===== src/sv/spdavg_pkg.sv =====
// Shared constants, types and a helper function for the speedometer frequency averager.
package spdavg_pkg;

  localparam int STORE_DEPTH_DEF = 26;

  localparam int FREQ_W     = 16;
  localparam int TIME_W     = 32;
  localparam int TICK_W     = 16;
  localparam int SPEED_W    = 16;
  localparam int OUT_FREQ_W = 12;
  localparam int DATA_W     = 17;
  localparam int SUM_W      = 21;
  localparam int WIN_W      = 5;

  localparam int IN_TDATA_W  = FREQ_W + TIME_W;
  localparam int OUT_FIELD_W = OUT_FREQ_W + SPEED_W + 1;
  localparam int OUT_TDATA_W = 32;
  localparam int CFG_IDX_W   = 2;
  localparam int CFG_DATA_W  = 16;

  localparam int DVD_W = 28;
  localparam int DVS_W = 16;

  localparam logic [TICK_W-1:0]  TIMEOUT_RST   = 16'd500;
  localparam logic [SPEED_W-1:0] MAX_SPEED_RST = 16'd100;
  localparam logic [FREQ_W-1:0]  MAX_FREQ_RST  = 16'd1000;

  localparam logic [DATA_W-1:0] DATA_BIAS    = 17'd2;
  localparam logic [TICK_W:0]   STALE_MARGIN = 17'd10;
  localparam logic [DATA_W-1:0] ODO_OFF_TH   = 17'd3000;
  localparam logic [DATA_W-1:0] ODO_ON_TH    = 17'd2950;

  localparam logic [DATA_W-1:0] WIN_TH_25 = 17'd100;
  localparam logic [DATA_W-1:0] WIN_TH_10 = 17'd50;
  localparam logic [DATA_W-1:0] WIN_TH_5  = 17'd30;
  localparam logic [DATA_W-1:0] WIN_TH_3  = 17'd10;
  localparam logic [DATA_W-1:0] WIN_TH_2  = 17'd5;

  localparam logic [WIN_W-1:0] WIN_25 = 5'd25;
  localparam logic [WIN_W-1:0] WIN_10 = 5'd10;
  localparam logic [WIN_W-1:0] WIN_5  = 5'd5;
  localparam logic [WIN_W-1:0] WIN_3  = 5'd3;
  localparam logic [WIN_W-1:0] WIN_2  = 5'd2;
  localparam logic [WIN_W-1:0] WIN_1  = 5'd1;

  typedef enum logic [CFG_IDX_W-1:0] {
    CFG_TIMEOUT   = 2'd0,
    CFG_MAX_SPEED = 2'd1,
    CFG_MAX_FREQ  = 2'd2
  } cfg_idx_t;

  typedef struct packed {
    logic             start;
    logic [DVD_W-1:0] dividend;
    logic [DVS_W-1:0] divisor;
  } div_req_t;

  typedef struct packed {
    logic             done;
    logic [DVD_W-1:0] quotient;
  } div_rsp_t;

  function automatic logic [WIN_W-1:0] pick_window(input logic [DATA_W-1:0] v);
    logic [WIN_W-1:0] w;
    if (v > WIN_TH_25)     w = WIN_25;
    else if (v > WIN_TH_10) w = WIN_10;
    else if (v > WIN_TH_5)  w = WIN_5;
    else if (v > WIN_TH_3)  w = WIN_3;
    else if (v > WIN_TH_2)  w = WIN_2;
    else                    w = WIN_1;
    return w;
  endfunction

endpackage


===== src/sv/speedo_adaptive_freq_average_core.sv =====
// Speedometer frequency averager: top level with poll sequencer and datapath.
//
// One poll is taken at a time and yields one result. Only a poll that closes a
// window of W samples sweeps the sample store (one entry read and shifted per
// cycle) and runs the shared divider for the mean; the divider, which produces two
// quotient bits per cycle, also runs once per poll for the speed scaling unless
// max_frequency is zero. A finished result waits in the output register while the
// next poll is already accepted; a second result that finds the register still
// full holds the sequencer and the input. Configuration writes are taken at any
// time (cfg_ready stays high) and must only be issued while the block is idle.
// The sample store needs no clearing pass after reset.
module speedo_adaptive_freq_average_core #(
  parameter int STORE_DEPTH = spdavg_pkg::STORE_DEPTH_DEF
) (
  input  logic                                clk,
  input  logic                                rst_n,
  input  logic                                in_tvalid,
  output logic                                in_tready,
  // [15:0] measured_freq, [47:16] time_now
  input  logic [spdavg_pkg::IN_TDATA_W-1:0]   in_tdata,
  // [0] captured
  input  logic                                in_tuser,
  output logic                                out_tvalid,
  input  logic                                out_tready,
  // [11:0] frequency, [27:12] vehicle_speed, [28] odo_enable, [31:29] zero
  output logic [spdavg_pkg::OUT_TDATA_W-1:0]  out_tdata,
  input  logic                                cfg_valid,
  output logic                                cfg_ready,
  input  logic [spdavg_pkg::CFG_IDX_W-1:0]    cfg_index,
  input  logic [spdavg_pkg::CFG_DATA_W-1:0]   cfg_data
);

  localparam int ADDR_W     = $clog2(STORE_DEPTH);
  localparam int FILL_W     = $clog2(STORE_DEPTH + 1);
  localparam int FREQ_W     = spdavg_pkg::FREQ_W;
  localparam int TIME_W     = spdavg_pkg::TIME_W;
  localparam int TICK_W     = spdavg_pkg::TICK_W;
  localparam int SPEED_W    = spdavg_pkg::SPEED_W;
  localparam int OUT_FREQ_W = spdavg_pkg::OUT_FREQ_W;
  localparam int DATA_W     = spdavg_pkg::DATA_W;
  localparam int SUM_W      = spdavg_pkg::SUM_W;
  localparam int WIN_W      = spdavg_pkg::WIN_W;
  localparam int DVD_W      = spdavg_pkg::DVD_W;
  localparam int DVS_W      = spdavg_pkg::DVS_W;
  localparam int OUT_PAD_W  = spdavg_pkg::OUT_TDATA_W - spdavg_pkg::OUT_FIELD_W;

  typedef enum logic [8:0] {
    S_IDLE  = 9'b000000001,
    S_UPD   = 9'b000000010,
    S_PUSH  = 9'b000000100,
    S_SWEEP = 9'b000001000,
    S_DAVG  = 9'b000010000,
    S_ODO   = 9'b000100000,
    S_MUL   = 9'b001000000,
    S_DSPD  = 9'b010000000,
    S_OUT   = 9'b100000000
  } state_t;

  state_t state_r;
  state_t state_nxt;

  logic [TICK_W-1:0]  timeout_r;
  logic [SPEED_W-1:0] max_speed_r;
  logic [FREQ_W-1:0]  max_freq_r;

  logic               cap_r;
  logic [FREQ_W-1:0]  meas_r;
  logic [TIME_W-1:0]  now_r;

  logic [FREQ_W-1:0]  latched_r;
  logic [TIME_W-1:0]  last_time_r;
  logic               valid_r;
  logic [FILL_W-1:0]  fill_r;
  logic [DATA_W-1:0]  avg_r;
  logic               odo_r;

  logic [WIN_W-1:0]   win_r;
  logic [SUM_W-1:0]   sum_r;
  logic [WIN_W-1:0]   rd_idx_r;
  logic [WIN_W-1:0]   rd_tag_r;
  logic               rd_pend_r;

  logic [OUT_FREQ_W-1:0] freq_r;
  logic [SPEED_W-1:0]    speed_r;

  logic               div_start_r;
  logic [DVD_W-1:0]   div_dvd_r;
  logic [DVS_W-1:0]   div_dvs_r;
  spdavg_pkg::div_req_t div_req;
  spdavg_pkg::div_rsp_t div_rsp;

  logic                              out_tvalid_r;
  logic [spdavg_pkg::OUT_TDATA_W-1:0] out_tdata_r;

  logic [TIME_W-1:0]  gap;
  logic               gap_ok;
  logic               stale;
  logic [DATA_W-1:0]  data;
  logic [WIN_W-1:0]   win;
  logic [FILL_W-1:0]  fill_inc;
  logic               trig;
  logic               issue;
  logic               sweep_last;
  logic [SUM_W-1:0]   sum_fin;
  logic               out_load;

  logic               mem_we;
  logic [ADDR_W-1:0]  mem_waddr;
  logic [DATA_W-1:0]  mem_wdata;
  logic               mem_re;
  logic [DATA_W-1:0]  mem_rdata;

  assign in_tready  = (state_r == S_IDLE);
  assign cfg_ready  = 1'b1;
  assign out_tvalid = out_tvalid_r;
  assign out_tdata  = out_tdata_r;

  always_comb begin
    gap      = now_r - last_time_r;
    gap_ok   = (gap <= TIME_W'(timeout_r));
    stale    = (gap >= TIME_W'({1'b0, timeout_r} + spdavg_pkg::STALE_MARGIN));
    data     = {1'b0, latched_r} + spdavg_pkg::DATA_BIAS;
    win      = spdavg_pkg::pick_window(data);
    fill_inc = fill_r + 1'b1;
    trig     = (fill_inc >= FILL_W'(win));
    issue    = (rd_idx_r < win_r);
    sweep_last = rd_pend_r && (rd_tag_r == win_r - WIN_W'(1));
    sum_fin  = sum_r + SUM_W'(mem_rdata);
    out_load = (state_r == S_OUT) && (!out_tvalid_r || out_tready);
  end

  // store port steering
  always_comb begin
    mem_we    = 1'b0;
    mem_waddr = fill_r[ADDR_W-1:0];
    mem_wdata = data;
    mem_re    = 1'b0;
    case (state_r)
      S_PUSH: begin
        mem_we = (fill_r < FILL_W'(STORE_DEPTH));
      end
      S_SWEEP: begin
        mem_re    = issue;
        mem_we    = rd_pend_r && (rd_tag_r != '0);
        mem_waddr = ADDR_W'(rd_tag_r - WIN_W'(1));
        mem_wdata = mem_rdata;
      end
      default: begin
      end
    endcase
  end

  always_comb begin
    state_nxt = state_r;
    case (state_r)
      S_IDLE:  if (in_tvalid) state_nxt = S_UPD;
      S_UPD:   state_nxt = S_PUSH;
      S_PUSH:  state_nxt = trig ? S_SWEEP : S_ODO;
      S_SWEEP: if (sweep_last) state_nxt = S_DAVG;
      S_DAVG:  if (div_rsp.done) state_nxt = S_ODO;
      S_ODO:   state_nxt = S_MUL;
      S_MUL:   state_nxt = (max_freq_r == '0) ? S_OUT : S_DSPD;
      S_DSPD:  if (div_rsp.done) state_nxt = S_OUT;
      S_OUT:   if (out_load) state_nxt = S_IDLE;
      default: state_nxt = S_IDLE;
    endcase
  end

  always_ff @(posedge clk) begin
    if (!rst_n) begin
      state_r      <= S_IDLE;
      timeout_r    <= spdavg_pkg::TIMEOUT_RST;
      max_speed_r  <= spdavg_pkg::MAX_SPEED_RST;
      max_freq_r   <= spdavg_pkg::MAX_FREQ_RST;
      latched_r    <= '0;
      last_time_r  <= '0;
      valid_r      <= 1'b0;
      fill_r       <= '0;
      avg_r        <= '0;
      odo_r        <= 1'b1;
      rd_pend_r    <= 1'b0;
      div_start_r  <= 1'b0;
      out_tvalid_r <= 1'b0;
    end else begin
      state_r     <= state_nxt;
      div_start_r <= 1'b0;

      if (cfg_valid) begin
        case (cfg_index)
          spdavg_pkg::CFG_TIMEOUT:   timeout_r   <= cfg_data;
          spdavg_pkg::CFG_MAX_SPEED: max_speed_r <= cfg_data;
          spdavg_pkg::CFG_MAX_FREQ:  max_freq_r  <= cfg_data;
          default: begin
          end
        endcase
      end

      if (out_load) begin
        out_tvalid_r <= 1'b1;
      end else if (out_tready) begin
        out_tvalid_r <= 1'b0;
      end

      case (state_r)
        S_UPD: begin
          if (cap_r) begin
            latched_r   <= meas_r;
            last_time_r <= now_r;
            if (gap_ok) valid_r <= 1'b1;
          end else if (stale) begin
            latched_r <= '0;
            valid_r   <= 1'b0;
            avg_r     <= '0;
          end
        end
        S_PUSH: begin
          rd_pend_r <= 1'b0;
          if (trig) begin
            fill_r <= FILL_W'(win - WIN_W'(1));
          end else begin
            fill_r <= fill_inc;
          end
        end
        S_SWEEP: begin
          rd_pend_r <= issue;
          if (sweep_last) begin
            div_start_r <= 1'b1;
          end
        end
        S_DAVG: begin
          if (div_rsp.done) begin
            avg_r <= div_rsp.quotient[DATA_W-1:0];
          end
        end
        S_ODO: begin
          if (avg_r >= spdavg_pkg::ODO_OFF_TH) begin
            odo_r <= 1'b0;
            avg_r <= '0;
          end else if (avg_r < spdavg_pkg::ODO_ON_TH) begin
            odo_r <= 1'b1;
          end
        end
        S_MUL: begin
          if (max_freq_r != '0) begin
            div_start_r <= 1'b1;
          end
        end
        default: begin
        end
      endcase
    end
  end

  always_ff @(posedge clk) begin
    case (state_r)
      S_IDLE: begin
        cap_r  <= in_tuser;
        meas_r <= in_tdata[FREQ_W-1:0];
        now_r  <= in_tdata[FREQ_W +: TIME_W];
      end
      S_PUSH: begin
        win_r    <= win;
        sum_r    <= '0;
        rd_idx_r <= '0;
      end
      S_SWEEP: begin
        if (issue) begin
          rd_idx_r <= rd_idx_r + 1'b1;
          rd_tag_r <= rd_idx_r;
        end
        if (rd_pend_r) begin
          sum_r <= sum_fin;
        end
        div_dvd_r <= DVD_W'(sum_fin);
        div_dvs_r <= DVS_W'(win_r);
      end
      S_ODO: begin
        if (valid_r && (avg_r < spdavg_pkg::ODO_OFF_TH)) begin
          freq_r <= avg_r[OUT_FREQ_W-1:0];
        end else begin
          freq_r <= '0;
        end
      end
      S_MUL: begin
        div_dvd_r <= DVD_W'(freq_r) * DVD_W'(max_speed_r);
        div_dvs_r <= max_freq_r;
        speed_r   <= (freq_r != '0) ? max_speed_r : '0;
      end
      S_DSPD: begin
        if (div_rsp.quotient > DVD_W'(max_speed_r)) begin
          speed_r <= max_speed_r;
        end else begin
          speed_r <= div_rsp.quotient[SPEED_W-1:0];
        end
      end
      S_OUT: begin
        if (out_load) begin
          out_tdata_r <= {{OUT_PAD_W{1'b0}}, odo_r, speed_r, freq_r};
        end
      end
      default: begin
      end
    endcase
  end

  assign div_req.start    = div_start_r;
  assign div_req.dividend = div_dvd_r;
  assign div_req.divisor  = div_dvs_r;

  spdavg_store #(
    .DEPTH (STORE_DEPTH)
  ) u_store (
    .clk   (clk),
    .we    (mem_we),
    .waddr (mem_waddr),
    .wdata (mem_wdata),
    .re    (mem_re),
    .raddr (ADDR_W'(rd_idx_r)),
    .rdata (mem_rdata)
  );

  spdavg_div u_div (
    .clk   (clk),
    .rst_n (rst_n),
    .req   (div_req),
    .rsp   (div_rsp)
  );

endmodule


===== src/sv/spdavg_store.sv =====
// Sample store: one write port and one registered read port.
module spdavg_store #(
  parameter int DEPTH = spdavg_pkg::STORE_DEPTH_DEF,
  localparam int ADDR_W = $clog2(DEPTH)
) (
  input  logic                           clk,
  input  logic                           we,
  input  logic [ADDR_W-1:0]              waddr,
  input  logic [spdavg_pkg::DATA_W-1:0]  wdata,
  input  logic                           re,
  input  logic [ADDR_W-1:0]              raddr,
  output logic [spdavg_pkg::DATA_W-1:0]  rdata
);

  logic [spdavg_pkg::DATA_W-1:0] mem_r [DEPTH];
  logic [spdavg_pkg::DATA_W-1:0] rdata_r;

  always_ff @(posedge clk) begin
    if (we) begin
      mem_r[waddr] <= wdata;
    end
    if (re) begin
      rdata_r <= mem_r[raddr];
    end
  end

  assign rdata = rdata_r;

endmodule


===== src/sv/spdavg_div.sv =====
// Shared restoring divider, two quotient bits per cycle.
module spdavg_div (
  input  logic                  clk,
  input  logic                  rst_n,
  input  spdavg_pkg::div_req_t  req,
  output spdavg_pkg::div_rsp_t  rsp
);

  localparam int DVD_W = spdavg_pkg::DVD_W;
  localparam int DVS_W = spdavg_pkg::DVS_W;
  localparam int STEPS = DVD_W / 2;
  localparam int CNT_W = $clog2(STEPS);

  logic             busy_r;
  logic             done_r;
  logic [CNT_W-1:0] cnt_r;
  logic [DVD_W-1:0] dvd_r;
  logic [DVS_W-1:0] rem_r;
  logic [DVS_W-1:0] dvs_r;

  logic [DVS_W:0]   t1;
  logic [DVS_W:0]   t2;
  logic             q1;
  logic             q2;
  logic [DVS_W-1:0] r1;
  logic [DVS_W-1:0] r2;
  logic [DVD_W-1:0] dvd_nxt;

  always_comb begin
    t1 = {rem_r, dvd_r[DVD_W-1]};
    q1 = (t1 >= {1'b0, dvs_r});
    r1 = q1 ? DVS_W'(t1 - {1'b0, dvs_r}) : t1[DVS_W-1:0];
    t2 = {r1, dvd_r[DVD_W-2]};
    q2 = (t2 >= {1'b0, dvs_r});
    r2 = q2 ? DVS_W'(t2 - {1'b0, dvs_r}) : t2[DVS_W-1:0];
    dvd_nxt = {dvd_r[DVD_W-3:0], q1, q2};
  end

  always_ff @(posedge clk) begin
    if (!rst_n) begin
      busy_r <= 1'b0;
      done_r <= 1'b0;
      cnt_r  <= '0;
    end else begin
      done_r <= 1'b0;
      if (req.start) begin
        busy_r <= 1'b1;
        cnt_r  <= '0;
      end else if (busy_r) begin
        cnt_r <= cnt_r + 1'b1;
        if (cnt_r == CNT_W'(STEPS - 1)) begin
          busy_r <= 1'b0;
          done_r <= 1'b1;
        end
      end
    end
  end

  always_ff @(posedge clk) begin
    if (req.start) begin
      dvd_r <= req.dividend;
      dvs_r <= req.divisor;
      rem_r <= '0;
    end else if (busy_r) begin
      dvd_r <= dvd_nxt;
      rem_r <= r2;
    end
  end

  assign rsp.done     = done_r;
  assign rsp.quotient = dvd_r;

endmodule


===== config.mk =====
export PLATFORM = sky130hd
export DESIGN_NAME = speedo_adaptive_freq_average_core
export DESIGN_NICKNAME = d
export VERILOG_FILES = /design/src/sv/spdavg_pkg.sv /design/src/sv/speedo_adaptive_freq_average_core.sv /design/src/sv/spdavg_store.sv /design/src/sv/spdavg_div.sv
export SDC_FILE = /design/constraint.sdc
export NUM_CORES = 2
export LEC_CHECK = 0
export ABC_AREA = 1
export BUFFER_PORTS_ARGS = -buffer_cell sky130_fd_sc_hd__buf_2
export CORE_MARGIN = 10
export CORE_UTILIZATION = 57
export DETAILED_ROUTE_END_ITERATION = 7
export PLACE_DENSITY = 0.89
export SYNTH_ARGS = -nofsm -noshare
export SYNTH_HDL_FRONTEND = slang
export SYNTH_SLANG_ARGS = --single-unit
export TNS_END_PERCENT = 10

===== constraint.sdc =====
create_clock -name clk -period 5.2 [get_ports clk]
set_input_delay 0.52 -clock clk [delete_from_list [all_inputs] [get_ports clk]]
set_output_delay 0.52 -clock clk [all_outputs]
set_load 0.02 [all_outputs]

==> results.py <==
metrics = {
    "timing": {
        "period_needed_ns": 5.23,
        "setup_viol": 1,
        "report.final.slew_viol_count": 0,
        "slew_headroom": 0.171,
        "fmax_mhz": 191,
        "rsz0062_at_grt": "yes",
        "worstMarginPinSlew_ns": 1.24,
        "fin_skew_ns": 0.0431,
        "hold_violations": 0,
        "finalSetupTns_ns": -0.0307,
        "post-route-period-util": 1.01,
        "setup_slack_ns": -0.0307,
        "hold_slack_ns": 0.0282,
    },
    "critical_path": {
        "cp-start-kind": "flip-flop",
        "cp_top_family": "adder cells",
        "path_class": "flip-flop to flip-flop",
        "worstPathArrival_ns": 5.75,
        "cpMostUsedCell": "fa_1",
        "critPathRequiredTime_ns": 5.72,
        "cp_slowest_cell": "fa_1",
        "cp_max_fo": 5,
        "worstPathBufferInverterCount": 6,
        "slowest_delay_ns": 0.55,
        "end_kind": "flip-flop",
        "worstPathCellList": "buf_6 -> clkbuf_16 -> nand2_2 -> fa_1 -> inv_1 -> fa_1 -> fa_1 -> fa_1 -> inv_2 -> fa_1 -> inv_2 -> ha_4 -> buf_4 -> nand4_1 -> nor3_4 -> nand4_1 -> nand3_2 -> nand3_2 -> nand2_2 -> nand4_1 -> nand3_2 -> o21ai_2 -> a21oi_2",
    },
    "layout": {
        "drive_gt1_frac": 0.124,
        "n_fill_cell": 5837,
        "layout.cells.most_common": "nand2_1",
        "stdcell_count": 6202,
        "finalInstanceArea_um2": 52300,
        "layout-area-overhead-vs-synth_pct": 12.4,
        "mostFrequentLayoutCells": "nand2_1 (906), inv_1 (699), edfxtp_1 (689)",
        "fin_nets": 5505,
    },
    "power_and_ir_drop": {
        "powerDensity_nw_per_um2": 462,
        "pwr-share-clk": 0.255,
        "p_leak_nw": 22.3,
        "peakVddDrop_v": 0.000655,
        "netSwitchingFraction": 0.365,
        "power.switching_mw": 8.80,
        "pwr-share-seq": 0.329,
        "comb_power_share": 0.416,
        "p_int_mw": 15.3,
    },
    "synthesis": {
        "ys_ff_latch": 843,
        "syn-mean-instance-area_um2": 9.46,
        "yosysWarnings": 0,
        "ys_types": 67,
        "synth_edf_count": 689,
        "synthArstFlopShare": 0,
        "postSynthCellCount": 4914,
        "netlist_area_um2": 46500,
        "ys.flop_type": "edfxtp_1",
        "yosysSeqAreaShare": 0.511,
    },
    "place": {
        "gp_congestion": 0.933,
        "place_area_um2": 48800,
        "place_hpwl_um": 82900,
        "io_buffers": 102,
        "place_inst": 6020,
    },
    "route": {
        "ant_nets": 0,
        "avgViaCountPerCell": 5.90,
        "routedWlPerCell_um": 20.1,
        "dr.pass1.iters": 7,
        "vias": 36600,
        "drtIter0Drc": 4637,
        "routed_wl_um": 125000,
        "drc": 0,
    },
    "global_routing": {
        "antenna_found_initial": 0,
        "grt_pass1_wl_um": 192000,
        "gr-total-overflow": 0,
        "globalRouteTotalUtil": 0.256,
        "grt_max_degree": 226,
        "grt_pass1_vias": 35500,
    },
    "clock_network": {
        "cts_tree": "done",
        "cts.sinks": 843,
        "cts_root_buffer": "clkbuf_16",
        "clk_latency_ns": 0.69,
        "clk_pin_slew_worst_paths_ns": 0.06,
        "htree_num_levels": 3,
        "cts_made_buffers": 85,
        "clock_path_buffers": 3,
    },
    "run": {
        "cap_violations": 0,
    },
    "die": {
        "die_w_um": 306,
        "coreArea_um2": 80700,
        "die-area_um2": 93400,
        "die_height_um": 306,
        "num_rows": 104,
        "ios": 107,
        "initial_utilization": 0.576,
    },
    "run_status": {
        "violations": "setup timing",
        "status": "finished, violations left",
    },
    "min_path": {
        "hold_path.class": "input pin to flip-flop",
    },
}
synth_stat cells, types with 7 or more instances:
cell type | instances | area [um2]
nand2_1 | 919 | 3450
o221ai_1 | 47 | 412
nand2_2 | 22 | 138
nor2_2 | 27 | 169
xor2_1 | 74 | 648
xnor2_1 | 33 | 289
or2_2 | 11 | 68.8
buf_2 | 10 | 50.1
edfxtp_1 | 689 | 20700
nand4_1 | 49 | 307
fa_1 | 144 | 2880
o22ai_1 | 57 | 357
dfxtp_1 | 154 | 3080
a21oi_2 | 19 | 166
o211ai_1 | 38 | 285
a21o_1 | 10 | 75.1
a21oi_1 | 228 | 1140
a31oi_1 | 11 | 68.8
clkbuf_1 | 184 | 691
inv_1 | 722 | 2710
o21ai_0 | 461 | 2310
nand3_2 | 15 | 150
ha_1 | 217 | 2720
nor2_1 | 451 | 1690
nor3_1 | 30 | 150
buf_1 | 7 | 26.3
nor4_1 | 18 | 113
nand3_1 | 173 | 866
power groups by stage:
stage	combinational, mW	clock, mW	sequential, mW
final	10.0	6.16	7.93
after global routing	11.1	6.44	7.95
after CTS	8.63	6.18	7.93
after detailed placement	8.18	0	8.06
after global placement	8.00	0	8.05
after floorplan	5.59	0	7.99
final cells by class:
class,count,area (um2),area share
Antenna cell,1,2.50,0.0000479
Clock buffer,104,2200,0.0421
Clock inverter,52,612,0.0117
Inverter,733,2760,0.0528
Multi-Input combinational cell,3130,19600,0.375
Sequential cell,843,23800,0.455
Tap cell,1060,1330,0.0254
Timing Repair Buffer,279,1990,0.0381
worst register-to-register path, cell delays in order (launching register included):
cell	delay, ns
edfxtp_1	0.41
buf_6	0.15
clkbuf_16	0.14
nand2_2	0.06
fa_1	0.49
inv_1	0.05
fa_1	0.53
fa_1	0.43
fa_1	0.55
inv_2	0.06
fa_1	0.54
inv_2	0.06
ha_4	0.26
buf_4	0.11
nand4_1	0.17
nor3_4	0.23
nand4_1	0.13
nand3_2	0.13
nand3_2	0.08
nand2_2	0.10
nand4_1	0.10
nand3_2	0.11
o21ai_2	0.08
a21oi_2	0.11
path summary, 6_finish.rpt:
| path | start | end | slack (ns) | cells past startpoint |
|---|---|---|---|---|
| setup / recovery | freq_r[8] | div_dvd_r[27] | -0.03 | 23 |
| hold / removal | in_tdata[36] | now_r[20] | 0.03 | 1 |
| setup reg to reg | freq_r[8] | div_dvd_r[27] | -0.03 | 23 |
| hold reg to reg | div_dvs_r[7] | u_div.dvs_r[7] | 0.41 | 0 |
registers in the layout (all words and copies together), names as in the netlist, 17 cells and up:
name and cells:
out_tdata 29, u_div.dvd_r 28, avg_r 17, div_dvd_r 28
u_store.rdata 17, u_store.mem_r 442, last_time_r 32, sum_r 21
now_r 32
routing by layer:
layer | share of wire | track usage | vias to the layer above | routed length [um]
met4 | 0.056 | 0.133 | 0 | 6970
met1 | 0.37 | 0.318 | 17200 | 46000
li1 | - | - | 16700 | -
met3 | 0.099 | 0.0437 | 446 | 12400
met5 | 0 | 0 | - | 0
met2 | 0.48 | 0.427 | 2279 | 59400
cells by family after synthesis:
| family | after synthesis | synth area share |
|---|---|---|
| muxes | 2 | 0.000431 |
| DFF | 843 | 0.511 |
| and+or+nand+nor | 1744 | 0.159 |
| adders and majority gates | 361 | 0.120 |
| xor gates and xnor gates | 107 | 0.0202 |
| AOI/OAI and AO/OA | 912 | 0.111 |
| other | 2 | 0.000162 |
| buffers and inverters | 943 | 0.0778 |
stage by stage:
| stage | total power [mW] | setup slack (ns) | utilization |
|---|---|---|---|
| 2_1_floorplan | 13.6 | -0.00139 | - |
| 3_3_place_gp | 16.1 | -0.150 | 0.604 |
| 3_5_place_dp | 16.2 | -0.267 | 0.604 |
| 4_1_cts | 22.7 | -0.00885 | 0.641 |
| 5_1_grt | 25.5 | -0.183 | 0.648 |
| 6_report | 24.1 | -0.0307 | 0.648 |
timing repair:
item / CTS / global route
hold buffers: 1 / 0
cloned: 0 / 3
buffers inserted: 1 / 20
gates resized for setup: 28 / 98
pin swaps: 14 / 76
endpoints found under the setup margin: 10 / 17
endpoints found under the hold margin: 1 / 0
Note: power is estimated with default switching activity, not from simulation.
